### config.mk
export PLATFORM = sky130hd
export DESIGN_NAME = tgql_rem_unit
export DESIGN_NICKNAME = d
export VERILOG_FILES = /design/src/hdl/tgql_pkg.sv /design/src/hdl/tgql_rem_unit.sv
export SDC_FILE = /design/constraint.sdc
export NUM_CORES = 1
export LEC_CHECK = 0
export ABC_AREA = 1
export BUFFER_PORTS_ARGS = -buffer_cell sky130_fd_sc_hd__buf_2
export CAP_MARGIN = 20
export CORE_MARGIN = 1
export CORE_UTILIZATION = 51
export DETAILED_ROUTE_END_ITERATION = 10
export GPL_TIMING_DRIVEN = 0
export PLACE_DENSITY = 0.76
export SLEW_MARGIN = 20
export SYNTH_ARGS = -nofsm -noshare
export SYNTH_HDL_FRONTEND = slang
export SYNTH_SLANG_ARGS = --single-unit
### constraint.sdc
create_clock -name i_clk -period 2.1 [get_ports i_clk]
set_clock_uncertainty 0.1 [all_clocks]
set_input_delay 0.42 -clock i_clk [delete_from_list [all_inputs] [get_ports i_clk]]
set_output_delay 0.42 -clock i_clk [all_outputs]
set_load 0.05 [all_outputs]
### src/hdl/tgql_pkg.sv
// ----------------------------------------------------------------------------
// tgql_pkg: shared types and constants for the glyph quad layout block
// Input and output words, the glyph table entry and the remainder unit
// status, plus the control character codes.
// ----------------------------------------------------------------------------
`default_nettype none

package tgql_pkg;

    // parameter defaults
    localparam int GLYPH_SLOTS_DEF = 256;
    localparam int TAB_SPACES_DEF  = 8;
    localparam int COORD_BITS_DEF  = 16;
    localparam int DIVIDEND_W_DEF  = 18;
    localparam int DIVISOR_W_DEF   = 11;

    // operation codes of an input word
    localparam logic FUNC_LOAD  = 1'b0;
    localparam logic FUNC_PLACE = 1'b1;

    // control characters
    localparam logic [7:0] CODE_TAB     = 8'd9;
    localparam logic [7:0] CODE_NEWLINE = 8'd10;
    localparam logic [7:0] CODE_SPACE   = 8'd32;

    // configuration register indexes
    localparam logic CFG_ORIGIN_X = 1'b0;
    localparam logic CFG_ORIGIN_Y = 1'b1;

    typedef struct packed {
        logic              func;
        logic [7:0]        code;
        logic              start_of_text;
        logic [7:0]        glyph_width;
        logic [7:0]        glyph_height;
        logic signed [7:0] glyph_descent;
        logic [7:0]        glyph_advance;
        logic [15:0]       tex_left;
        logic [15:0]       tex_right;
        logic [15:0]       tex_top;
        logic [15:0]       tex_bottom;
    } t_in_word;

    typedef struct packed {
        logic signed [15:0] vert_x;
        logic signed [15:0] vert_y;
        logic [15:0]        vert_u;
        logic [15:0]        vert_v;
        logic [15:0]        vert_index;
        logic               last;
    } t_out_word;

    // one glyph table entry: metrics and texture rectangle
    typedef struct packed {
        logic [7:0]  glyph_width;
        logic [7:0]  glyph_height;
        logic [7:0]  glyph_descent;
        logic [7:0]  glyph_advance;
        logic [15:0] tex_left;
        logic [15:0] tex_right;
        logic [15:0] tex_top;
        logic [15:0] tex_bottom;
    } t_glyph_entry;

    typedef struct packed {
        logic busy;
        logic done;
    } t_rem_stat;

endpackage

`default_nettype wire

### src/hdl/tgql_rem_unit.sv
// ----------------------------------------------------------------------------
// tgql_rem_unit: bit-serial remainder
// Restoring division of an unsigned dividend by an unsigned divisor, one
// dividend bit a cycle; only the remainder is kept.
// ----------------------------------------------------------------------------
`default_nettype none

module tgql_rem_unit #(
    parameter int DIVIDEND_W = tgql_pkg::DIVIDEND_W_DEF,
    parameter int DIVISOR_W  = tgql_pkg::DIVISOR_W_DEF
) (
    input  wire                     i_clk,
    input  wire                     i_rst_n,
    input  wire                     i_start,
    input  wire [DIVIDEND_W-1:0]    i_dividend,
    input  wire [DIVISOR_W-1:0]     i_divisor,
    output tgql_pkg::t_rem_stat     o_stat,
    output logic [DIVISOR_W-1:0]    o_rem
);

    localparam int CNT_W = $clog2(DIVIDEND_W + 1);

    logic                   r_busy, n_busy;
    logic                   r_done, n_done;
    logic [CNT_W-1:0]       r_cnt, n_cnt;
    logic [DIVIDEND_W-1:0]  r_dvd, n_dvd;
    logic [DIVISOR_W-1:0]   r_dsr, n_dsr;
    logic [DIVISOR_W-1:0]   r_rem, n_rem;
    logic [DIVISOR_W:0]     trial;
    logic [DIVISOR_W:0]     trial_sub;

    // one restoring step
    assign trial     = {r_rem, r_dvd[DIVIDEND_W-1]};
    assign trial_sub = trial - {1'b0, r_dsr};

    always_comb begin
        n_busy = r_busy;
        n_done = 1'b0;
        n_cnt  = r_cnt;
        n_dvd  = r_dvd;
        n_dsr  = r_dsr;
        n_rem  = r_rem;
        if (i_start) begin
            n_busy = 1'b1;
            n_cnt  = CNT_W'(DIVIDEND_W);
            n_dvd  = i_dividend;
            n_dsr  = i_divisor;
            n_rem  = '0;
        end else if (r_busy) begin
            n_dvd = {r_dvd[DIVIDEND_W-2:0], 1'b0};
            n_rem = (trial >= {1'b0, r_dsr}) ? DIVISOR_W'(trial_sub) : DIVISOR_W'(trial);
            n_cnt = r_cnt - CNT_W'(1);
            if (r_cnt == CNT_W'(1)) begin
                n_busy = 1'b0;
                n_done = 1'b1;
            end
        end
    end

    // control state
    always_ff @(posedge i_clk) begin
        if (!i_rst_n) begin
            r_busy <= 1'b0;
            r_done <= 1'b0;
            r_cnt  <= '0;
        end else begin
            r_busy <= n_busy;
            r_done <= n_done;
            r_cnt  <= n_cnt;
        end
    end

    // datapath
    always_ff @(posedge i_clk) begin
        r_dvd <= n_dvd;
        r_dsr <= n_dsr;
        r_rem <= n_rem;
    end

    assign o_stat.busy = r_busy;
    assign o_stat.done = r_done;
    assign o_rem       = r_rem;

endmodule

`default_nettype wire

==> results of run 1 <==
## how the worst max path moves through the flow
stage | from | end | slack [ps] | cells past startpoint
2_1_floorplan | o_rem[0] | o_rem[3] | 30 | 13
3_3_place_gp | i_start | r_dvd[12] | -110 | 3
3_5_place_dp | i_start | r_dvd[9] | -130 | 3
4_1_cts | r_dsr[0] | o_rem[3] | 2 | 13
5_1_grt | r_dsr[0] | o_rem[0] | -4 | 13
6_report | r_dsr[0] | o_rem[3] | 70 | 13
## sequential cells by signal, indices dropped and copies added, names as in the netlist
register  cells
o_rem        11
r_cnt         5
r_busy        1
r_dvd        18
r_dsr        11
r_done        1
## cell usage in the layout, fill, tap and decap left out
| master | netlist | layout |
|---|---|---|
| sky130_fd_sc_hd__clkbuf_8 | 0 | 5 |
| sky130_fd_sc_hd__buf_16 | 0 | 1 |
| sky130_fd_sc_hd__a21oi_2 | 1 | 1 |
| sky130_fd_sc_hd__nor2_2 | 1 | 1 |
| sky130_fd_sc_hd__ha_1 | 13 | 12 |
| sky130_fd_sc_hd__buf_6 | 4 | 3 |
| sky130_fd_sc_hd__buf_8 | 0 | 1 |
| sky130_fd_sc_hd__nand3_4 | 0 | 2 |
| sky130_fd_sc_hd__inv_2 | 2 | 4 |
| sky130_fd_sc_hd__a221oi_1 | 1 | 1 |
| sky130_fd_sc_hd__buf_2 | 2 | 46 |
| sky130_fd_sc_hd__o21ai_0 | 1 | 1 |
| sky130_fd_sc_hd__nand2_4 | 0 | 1 |
| sky130_fd_sc_hd__ha_4 | 0 | 1 |
| sky130_fd_sc_hd__xor2_1 | 4 | 4 |
| sky130_fd_sc_hd__bufinv_16 | 0 | 2 |
| sky130_fd_sc_hd__or2_0 | 1 | 1 |
| sky130_fd_sc_hd__o21ai_1 | 3 | 3 |
| sky130_fd_sc_hd__nand2_2 | 7 | 11 |
| sky130_fd_sc_hd__clkbuf_1 | 2 | 3 |
| sky130_fd_sc_hd__a21oi_1 | 4 | 4 |
| sky130_fd_sc_hd__and3_1 | 1 | 1 |
| sky130_fd_sc_hd__o21ai_2 | 1 | 1 |
| sky130_fd_sc_hd__edfxtp_1 | 29 | 29 |
| sky130_fd_sc_hd__inv_1 | 60 | 58 |
| sky130_fd_sc_hd__nand3_2 | 8 | 9 |
| sky130_fd_sc_hd__dfxtp_1 | 18 | 17 |
| sky130_fd_sc_hd__nand4_1 | 14 | 14 |
| sky130_fd_sc_hd__a31oi_1 | 1 | 1 |
| sky130_fd_sc_hd__nor3_1 | 2 | 2 |
| sky130_fd_sc_hd__nand3_1 | 21 | 18 |
| sky130_fd_sc_hd__nand2_1 | 124 | 119 |
| sky130_fd_sc_hd__buf_4 | 3 | 13 |
| sky130_fd_sc_hd__dfxtp_2 | 0 | 1 |
| sky130_fd_sc_hd__fa_2 | 0 | 1 |
| sky130_fd_sc_hd__nor2_1 | 17 | 17 |
| sky130_fd_sc_hd__clkinv_1 | 1 | 1 |
| sky130_fd_sc_hd__o211ai_1 | 1 | 1 |
## worst max-delay path: stages, from the launching register on
cell,delay (ps)
sky130_fd_sc_hd__edfxtp_1,420
sky130_fd_sc_hd__ha_4,190
sky130_fd_sc_hd__fa_2,350
sky130_fd_sc_hd__inv_2,70
sky130_fd_sc_hd__nand2_2,40
sky130_fd_sc_hd__nand2_2,70
sky130_fd_sc_hd__nand2_2,60
sky130_fd_sc_hd__nand2_2,100
sky130_fd_sc_hd__nand2_4,70
sky130_fd_sc_hd__nand3_4,100
sky130_fd_sc_hd__buf_8,130
sky130_fd_sc_hd__nand2_1,60
sky130_fd_sc_hd__nand3_2,80
sky130_fd_sc_hd__o21ai_2,50
## kinds of logic after synthesis
family	Yosys count	share of synthesized area
xor gates and xnor gates	4	0.0129
DFF	47	0.452
buffers and inverters	74	0.118
AOI/OAI and AO/OA	13	0.0294
adders and majority gates	14	0.0670
and+or+nand+nor	196	0.321
## power groups by stage
stage	Sequential (uW)	Combinational (uW)	Clock, uW
3_3_place_gp	1100	293	0
6_report	1080	350	774
2_1_floorplan	1100	206	0
4_1_cts	1080	328	789
3_5_place_dp	1100	301	0
5_1_grt	1080	393	829
## final cells by class
class,instances,area [um2]
flip-flops and latches,47,1230
clock buffers,6,72.6
multi-input cells,227,1230
well taps,70,87.6
inverters,63,236
fillers,451,1800
clock inverters,2,60.1
plain buffers,10,77.6
repair buffers,56,334
## routing by layer
| layer | vias to the layer above | wire length, um | global-route usage |
|---|---|---|---|
| met1 | 1056 | 2480 | 0.268 |
| met4 | 0 | 64 | 0.0901 |
| met3 | 8 | 234 | 0.0482 |
| li1 | 1218 | - | - |
| met2 | 50 | 2750 | 0.368 |
| met5 | - | 0 | 0 |
## metrics by stage
| step | util | hold WS, ps | setup slack [ps] |
|---|---|---|---|
| finish | 0.649 | 190 | 67.8 |
| global route | 0.649 | 175 | -3.67 |
| global placement | 0.590 | 358 | -107 |
| CTS | 0.637 | 182 | 2.29 |
| floorplan | - | 345 | 27.9 |
| detailed placement | 0.590 | 377 | -134 |
## what timing repair did
item,CTS,global route
setup endpoints to repair,10,11
cloned,1,0
setup buffers,8,3
hold buffers,0,0
endpoints found under the hold margin,0,0
resized for setup,7,12
pin swaps,4,8
==> key figures, run 1 <==
Clocking
  • Total CTS buffers: 5
  • Root buf cell: sky130_fd_sc_hd__clkbuf_8
  • Buffer levels on the longest clock path: 2
  • Latest clock arrival within the worst-skew pair: 300 ps
  • Level count of the clock H-tree: 2
  • Clock-pin slew on the worst setup and hold paths: 90 ps
  • Number of sinks driven by the clock tree: 47
  • CTS tree: yes

Placement
  • Post-place instance area: 3030 um2
  • Number of cells after detailed placement: 462
  • Port Buffers: 44
  • DP Wirelength: 3910 um
  • Global placement routability congestion: 0.891

Logic synthesis
  • Top post-synthesis cells by area: sky130_fd_sc_hd__edfxtp_1 32%, sky130_fd_sc_hd__nand2_1 17%, sky130_fd_sc_hd__dfxtp_1 13%
  • Count of warnings emitted by yosys: 0
  • EDFF count, synth: 29
  • Prevailing post-synth register cell: sky130_fd_sc_hd__edfxtp_1
  • Number of standard cells after synthesis: 348
  • Synth Area per Inst: 7.83 um2
  • Syn Std Cell Area: 2730 um2
  • Most used standard cells in the synthesized netlist: 124 x sky130_fd_sc_hd__nand2_1, 60 x sky130_fd_sc_hd__inv_1, 29 x sky130_fd_sc_hd__edfxtp_1, 21 x sky130_fd_sc_hd__nand3_1, 18 x sky130_fd_sc_hd__dfxtp_1
  • Sequential-to-total area share from yosys stat: 0.452
  • Seq cells post-synth: 47
  • Top cell type by total area after synthesis: sky130_fd_sc_hd__edfxtp_1
  • Post-synthesis async set-or-reset flop share: 0
  • Share of the synthesized area in the top cell type: 0.320
  • Net Count, Synth: 394
  • Most common cell in the netlist: sky130_fd_sc_hd__nand2_1
  • Distinct cell type count after synthesis: 30

Setup path
  • Data arrival time of the critical path: 2100 ps
  • Logic depth of the worst register-to-register path: 13
  • Data required time at the worst endpoint: 2170 ps
  • Terminus of the critical flop-to-flop path: o_rem[3]
  • Worst R2R Start: r_dsr[0]
  • Crit end category: flip-flop
  • Kind of start point of the critical path: flip-flop
  • Highest net fanout along the worst path: 5
  • Worst R2R Setup Slack: 70 ps
  • Type of the worst setup path: reg2reg

Job
  • Maximum capacitance violations: 0

Cells and area
  • Finished layout cell area: 3340 um2
  • Area growth from synthesis to layout: 22.4%
  • Diode insertion count for antenna repair: 0
  • Final std cells w/o fill: 481
  • Post-layout net count: 456
  • Ratio of cells with drive above 1 in the final layout: 0.253

Drt
  • Final routed DRC violation total: 0
  • Antenna-violating nets left: 0
  • Total wire length after detailed routing: 5530 um
  • Pre-Repair DR Iteration Count: 4
  • Post-DR vias/cell: 4.85
  • First DRT Iteration DRCs: 72
  • Vias: 2,332
  • Routed wirelength normalized by instance count: 11.5 um

Global routing
  • Global-route wire length before repair: 9230 um
  • Global router's overall resource usage: 0.217
  • Largest net degree at the start of global routing: 25
  • Initial antenna violation count: 0
  • GR Overflow Total: 0
  • Number of global-route vias before repair: 2,190

Floorplan
  • Total Die Area: 5640 um2
  • Area of the core: 5140 um2
  • Number of standard-cell rows in the floorplan: 26
  • Die Wd: 75.1 um
  • I/O pin cnt: 45
  • Effective utilization at floorplan: 0.530
  • Die Span Y: 75.1 um

Status
  • Status: complete, no violations

Min path
  • Hold_sp: i_divisor[5]
  • Hold/Removal Path Class: in2reg
  • Worst-case hold path end point: r_dsr[5]
  • Min-Delay Path Depth: 1

Pwr
  • Clock network fraction of design power: 0.352
  • Relative contribution of combinational cells to total power: 0.159
  • Worst vdd ir: 0.000385 V
  • Total leakage power: 0.00176 uW
  • Total power density per cell area: 660 nW/um2
  • Switching part of the total power: 0.242
  • Portion of total power attributed to sequential cells: 0.489
  • Switching power total: 532 uW
  • Internal Pwr Total: 1670 uW
  • Power, Total: 2200 uW

STA
  • Number of hold violations in the final report: 0
  • Setup repair after global routing missed its margin: yes
  • Setup tns final: 0 ps
  • Max frequency: 492 MHz
  • Period utilization: 0.968
  • Pins Over Slew Limit: 0
  • Post-layout minimum cycle time: 2030 ps
  • Normalized max-slew margin: 0.403
  • Slew at the pin with the worst max-slew slack: 894 ps
  • Final setup fails: 0
(Power assumes the default switching activity.)
==> run 2: changes to the inputs <==
REMOVE_ABC_BUFFERS = 1   (was default)
==> key figures, run 2 (synthesized netlist as in run 1, its figures left out) <==
Status
  • Status: complete, no violations

Floorplan
  • Number of standard-cell rows in the floorplan: 26
  • Area of the core: 5140 um2
  • I/O pin cnt: 45
  • Total Die Area: 5640 um2
  • Effective utilization at floorplan: 0.530
  • Die Span Y: 75.1 um
  • Die Wd: 75.1 um

Cells and area
  • Post-Route Utilization: 0.622
  • Area growth from synthesis to layout: 17.3%
  • Ratio of cells with drive above 1 in the final layout: 0.224
  • Most frequent standard cell in the layout excluding fill and tap cells: sky130_fd_sc_hd__nand2_1
  • Area occupied by registers: 1230 um2
  • Diode insertion count for antenna repair: 0
  • Post-layout net count: 443
  • Number of fill cells: 493
  • Area used by multi-input combinational logic: 1240 um2
  • Most frequent cells in the layout: 121 x sky130_fd_sc_hd__nand2_1, 58 x sky130_fd_sc_hd__inv_1, 44 x sky130_fd_sc_hd__buf_2, 29 x sky130_fd_sc_hd__edfxtp_1, 21 x sky130_fd_sc_hd__nand3_1
  • Number of flip-flops in the largest register: 18
  • Largest register by flop count: r_dvd
  • Final std cells w/o fill: 468

Pwr
  • Total leakage power: 0.00169 uW
  • Internal Pwr Total: 1400 uW
  • Switching part of the total power: 0.279
  • Switching power total: 542 uW
  • Worst vdd ir: 0.000502 V
  • Relative contribution of combinational cells to total power: 0.161
  • Total power density per cell area: 607 nW/um2
  • Portion of total power attributed to sequential cells: 0.555
  • Power, Total: 1940 uW
  • Clock network fraction of design power: 0.284

Clocking
  • Latest clock arrival within the worst-skew pair: 310 ps
  • Clock-pin slew on the worst setup and hold paths: 90 ps
  • Hold buffers post-CTS: 0
  • Total CTS buffers: 5
  • Number of sinks driven by the clock tree: 47
  • CTS tree: yes
  • Level count of the clock H-tree: 2
  • Buffer levels on the longest clock path: 2
  • Root buf cell: sky130_fd_sc_hd__clkbuf_8

Global routing
  • Global router's overall resource usage: 0.209
  • Number of global-route vias before repair: 2,015
  • Global-route wire length before repair: 8810 um
  • GR Overflow Total: 0
  • Largest net degree at the start of global routing: 34
  • Initial antenna violation count: 0

Setup path
  • Highest net fanout along the worst path: 6
  • Kind of start point of the critical path: flip-flop
  • Data arrival time of the critical path: 2150 ps
  • Type of the worst setup path: reg2reg
  • Data required time at the worst endpoint: 2240 ps
  • Crit end category: flip-flop

Drt
  • Vias: 2,287
  • First DRT Iteration DRCs: 114
  • Antenna-violating nets left: 0
  • Final routed DRC violation total: 0
  • Routed wirelength normalized by instance count: 11.6 um
  • Total wire length after detailed routing: 5450 um
  • Post-DR vias/cell: 4.89
  • Pre-Repair DR Iteration Count: 4

Placement
  • Port Buffers: 44
  • Worst slack at placement: -439 ps
  • Number of cells after detailed placement: 451
  • Global placement routability congestion: 0.875
  • DP Wirelength: 3830 um

STA
  • Pins Over Slew Limit: 0
  • Normalized max-slew margin: 0.352
  • Final setup fails: 0
  • Period utilization: 0.955
  • Post-layout minimum cycle time: 2010 ps
  • Setup tns final: 0 ps
  • Slew at the pin with the worst max-slew slack: 969 ps
  • Setup slack of the critical path after layout: 93.7 ps
  • Setup repair after global routing missed its margin: yes
  • Max frequency: 498 MHz
  • Number of hold violations in the final report: 0

Job
  • Maximum capacitance violations: 0

Min path
  • Hold/Removal Path Class: in2reg
-- run 2: cell types whose count changed in the layout (fill, tap and decap cells not counted), sizes merged --
cell	delta
clkbuf	-3
clkinvlp	+4
buf	-13
inv	-1
bufinv	-2
nand3	+1
clkinv	+1
-- run 2: path summary, 6_finish.rpt --
| path | startpoint | end | slack (ps) | cells past startpoint |
|---|---|---|---|---|
| worst min-delay path | i_divisor[0] | r_dsr[0] | 180 | 1 |
| worst min register to register | o_rem[10] | o_rem[10] | 380 | 2 |
| worst max-delay path | r_dsr[0] | o_rem[2] | 90 | 12 |
| worst max register to register | r_dsr[0] | o_rem[2] | 90 | 12 |
-- run 2: final cells by class --
type                    count  area share
clock buffers               5      0.0215
clock inverters             3     0.00626
inverters                  63      0.0751
multi-input cells         228       0.388
flip-flops and latches     47       0.385
well taps                  70      0.0274
repair buffers             51      0.0943
repair inverters            1     0.00235
-- run 2: routing by layer --
metal  track usage  wire length, um  vias to the layer above
met4        0.0566               57                        0
met3        0.0469              215                        6
met2         0.361             2670                       43
li1              -                -                     1194
met5             0                0                        -
met1         0.265             2500                     1044
-- run 2: what timing repair did --
item / CTS / global route
cloned: 2 / 0
setup endpoints to repair: 30 / 11
setup buffers: 2 / 5
resized for setup: 9 / 7
pin swaps: 2 / 5
-- run 2: worst max-delay path, stage by stage (launching register included) --
cell	delay, ps
sky130_fd_sc_hd__edfxtp_1	430
sky130_fd_sc_hd__ha_4	190
sky130_fd_sc_hd__fa_2	370
sky130_fd_sc_hd__inv_2	70
sky130_fd_sc_hd__nand2_2	40
sky130_fd_sc_hd__nand2_2	70
sky130_fd_sc_hd__nand2_2	60
sky130_fd_sc_hd__nand2_2	80
sky130_fd_sc_hd__nand2_4	90
sky130_fd_sc_hd__buf_12	150
sky130_fd_sc_hd__nand4_1	60
sky130_fd_sc_hd__nand3_1	100
sky130_fd_sc_hd__o21ai_1	120
-- run 2: stage by stage --
stage | hold slack, ps | instance area (um2)
floorplan | 345 | 2640
global placement | 357 | 2950
detailed placement | 375 | 2950
CTS | 177 | 3120
global route | 171 | 3200
finish | 181 | 3200
-- run 2: power by group through the flow --
stage                     Combinational (uW)  Sequential [uW]  Clock (uW)
after global routing                     358             1090         596
after global placement                   282             1100           0
after CTS                                300             1080         561
after detailed placement                 290             1100           0
final                                    313             1080         551
after floorplan                          187             1110           0
==> run 3: changes to the inputs <==
clock period = 1.7 ns   (was 2.1 ns; I/O delays follow)
==> key figures, run 3 (synthesized netlist as in run 1, its figures left out) <==
Floorplan
  • Area of the core: 5140 um2
  • Total Die Area: 5640 um2
  • Die Span Y: 75.1 um
  • I/O pin cnt: 45
  • Number of standard-cell rows in the floorplan: 26
  • Die Wd: 75.1 um
  • Effective utilization at floorplan: 0.530

Drt
  • First DRT Iteration DRCs: 142
  • Post-DR vias/cell: 4.97
  • Final routed DRC violation total: 0
  • Vias: 2,363
  • Pre-Repair DR Iteration Count: 4
  • Total wire length after detailed routing: 5880 um
  • Antenna-violating nets left: 0
  • Routed wirelength normalized by instance count: 12.4 um

Status
  • Status: finished with violations
  • Violations in the final reports: setup timing

Clocking
  • Level count of the clock H-tree: 2
  • Clock-pin slew on the worst setup and hold paths: 90 ps
  • Latest clock arrival within the worst-skew pair: 300 ps
  • Buffer levels on the longest clock path: 2
  • Total CTS buffers: 5
  • Root buf cell: sky130_fd_sc_hd__clkbuf_8
  • CTS tree: yes
  • Number of sinks driven by the clock tree: 47

Setup path
  • Logic depth of the worst register-to-register path: 12
  • Worst R2R Start: r_dsr[0]
  • Kind of start point of the critical path: flip-flop
  • Data required time at the worst endpoint: 1800 ps
  • Data arrival time of the critical path: 2090 ps
  • Terminus of the critical flop-to-flop path: o_rem[2]
  • Highest net fanout along the worst path: 6
  • Crit end category: flip-flop
  • Type of the worst setup path: reg2reg
  • Worst R2R Setup Slack: -290 ps
  • Critical Path Start: r_dsr[0]
  • Termination of the worst setup path: o_rem[2]

Placement
  • DP Wirelength: 3830 um
  • Global placement routability congestion: 0.875
  • Number of cells after detailed placement: 451
  • Port Buffers: 44

STA
  • Pins Over Slew Limit: 0
  • Setup repair after global routing missed its margin: yes
  • Period utilization: 1.17
  • Setup tns final: -5520 ps
  • Normalized max-slew margin: 0.534
  • Slew at the pin with the worst max-slew slack: 698 ps
  • Final setup fails: 33
  • Setup slack of the critical path after layout: -288 ps
  • Post-layout minimum cycle time: 1990 ps
  • Max frequency: 503 MHz
  • Number of hold violations in the final report: 0

Cells and area
  • Most frequent standard cell in the layout excluding fill and tap cells: sky130_fd_sc_hd__nand2_1
  • Ratio of cells with drive above 1 in the final layout: 0.252
  • Diode insertion count for antenna repair: 0
  • Post-Route Utilization: 0.639
  • Largest register by flop count: r_dvd
  • Post-layout net count: 450
  • Final std cells w/o fill: 475
  • Most frequent cells in the layout: 118 x sky130_fd_sc_hd__nand2_1, 58 x sky130_fd_sc_hd__inv_1, 44 x sky130_fd_sc_hd__buf_2, 29 x sky130_fd_sc_hd__edfxtp_1, 19 x sky130_fd_sc_hd__nand3_1
  • Number of flip-flops in the largest register: 18
  • Area growth from synthesis to layout: 20.6%

Global routing
  • Largest net degree at the start of global routing: 34
  • Global-route wire length before repair: 9070 um
  • Initial antenna violation count: 0
  • Number of global-route vias before repair: 2,076
  • Global router's overall resource usage: 0.216
  • GR Overflow Total: 0

Pwr
  • Total power density per cell area: 738 nW/um2
  • Portion of total power attributed to sequential cells: 0.548
  • Worst vdd ir: 0.000618 V
  • Internal Pwr Total: 1750 uW
  • Relative contribution of combinational cells to total power: 0.173
  • Switching part of the total power: 0.281
  • Clock network fraction of design power: 0.279
  • Switching power total: 682 uW
  • Total leakage power: 0.00173 uW
  • Power, Total: 2430 uW

Min path
  • Hold/Removal Path Class: in2reg

Job
  • Maximum capacitance violations: 0
[run 3: cell count changes in the layout (fill, tap and decap cells not counted)]
cell	delta
sky130_fd_sc_hd__buf_12	+1
sky130_fd_sc_hd__buf_4	+6
sky130_fd_sc_hd__nand2_1	-3
sky130_fd_sc_hd__nand2_2	+3
sky130_fd_sc_hd__nand3_1	-2
sky130_fd_sc_hd__nand3_2	+2
sky130_fd_sc_hd__nor2_1	-1
sky130_fd_sc_hd__nor2_4	+1
sky130_fd_sc_hd__o21ai_0	-1
sky130_fd_sc_hd__o21ai_1	+1
[run 3: worst min-delay path by stage]
stage / endpoint / slack (ps) / from / cells after the start
CTS: r_dsr[0] / 100 / i_divisor[0] / 1
finish: r_dsr[0] / 100 / i_divisor[0] / 1
global placement: r_cnt[4] / 360 / r_cnt[4] / 2
floorplan: r_dsr[0] / 340 / i_divisor[0] / 0
detailed placement: o_rem[8] / 370 / o_rem[8] / 2
global route: r_dsr[6] / 90 / i_divisor[6] / 1
[run 3: per-stage QoR]
step | setup slack, ps | instance area, um2 | hold slack, ps
floorplan | -675 | 2640 | 339
global placement | -707 | 2950 | 357
detailed placement | -759 | 2950 | 375
CTS | -293 | 3170 | 96.6
global route | -396 | 3290 | 92.0
finish | -288 | 3290 | 105
[run 3: what timing repair did]
item | CTS | global route
pin swaps | 8 | 10
gates cloned | 2 | 0
setup buffers | 6 | 8
hold buffers | 0 | 0
resized for setup | 17 | 7
endpoints found under the setup margin | 51 | 35
[run 3: worst max-delay path, stage by stage, from the launching register on]
cell and delay [ps]:
sky130_fd_sc_hd__edfxtp_1 430, sky130_fd_sc_hd__ha_4 190, sky130_fd_sc_hd__fa_2 340, sky130_fd_sc_hd__inv_2 80, sky130_fd_sc_hd__nand2_2 50, sky130_fd_sc_hd__nand2_2 70
sky130_fd_sc_hd__nand2_2 60, sky130_fd_sc_hd__nand2_2 80, sky130_fd_sc_hd__nand2_4 100, sky130_fd_sc_hd__nand3_4 160, sky130_fd_sc_hd__nand2_2 80, sky130_fd_sc_hd__nand3_2 90
sky130_fd_sc_hd__o21ai_1 70
[run 3: cell type report]
cell class	count	area (um2)
fillers	482	1850
inverters	63	240
repair inverters	1	7.51
well taps	70	87.6
flip-flops and latches	47	1230
multi-input cells	228	1260
clock buffers	5	68.8
clock inverters	3	20.0
repair buffers	58	367
[run 3: power groups by stage]
stage,Sequential (uW),Clock [uW],Combinational (uW)
final,1330,676,420
after global placement,1350,0,348
after CTS,1330,693,392
after floorplan,1370,0,232
after global routing,1340,735,473
after detailed placement,1360,0,358
[run 3: per-layer routing]
metal / track usage / routed length [um] / vias to the layer above
met5: 0 / 0 / -
met4: 0.0734 / 56 / 0
li1: - / - / 1208
met3: 0.0482 / 215 / 10
met1: 0.270 / 2590 / 1096
met2: 0.368 / 3020 / 49
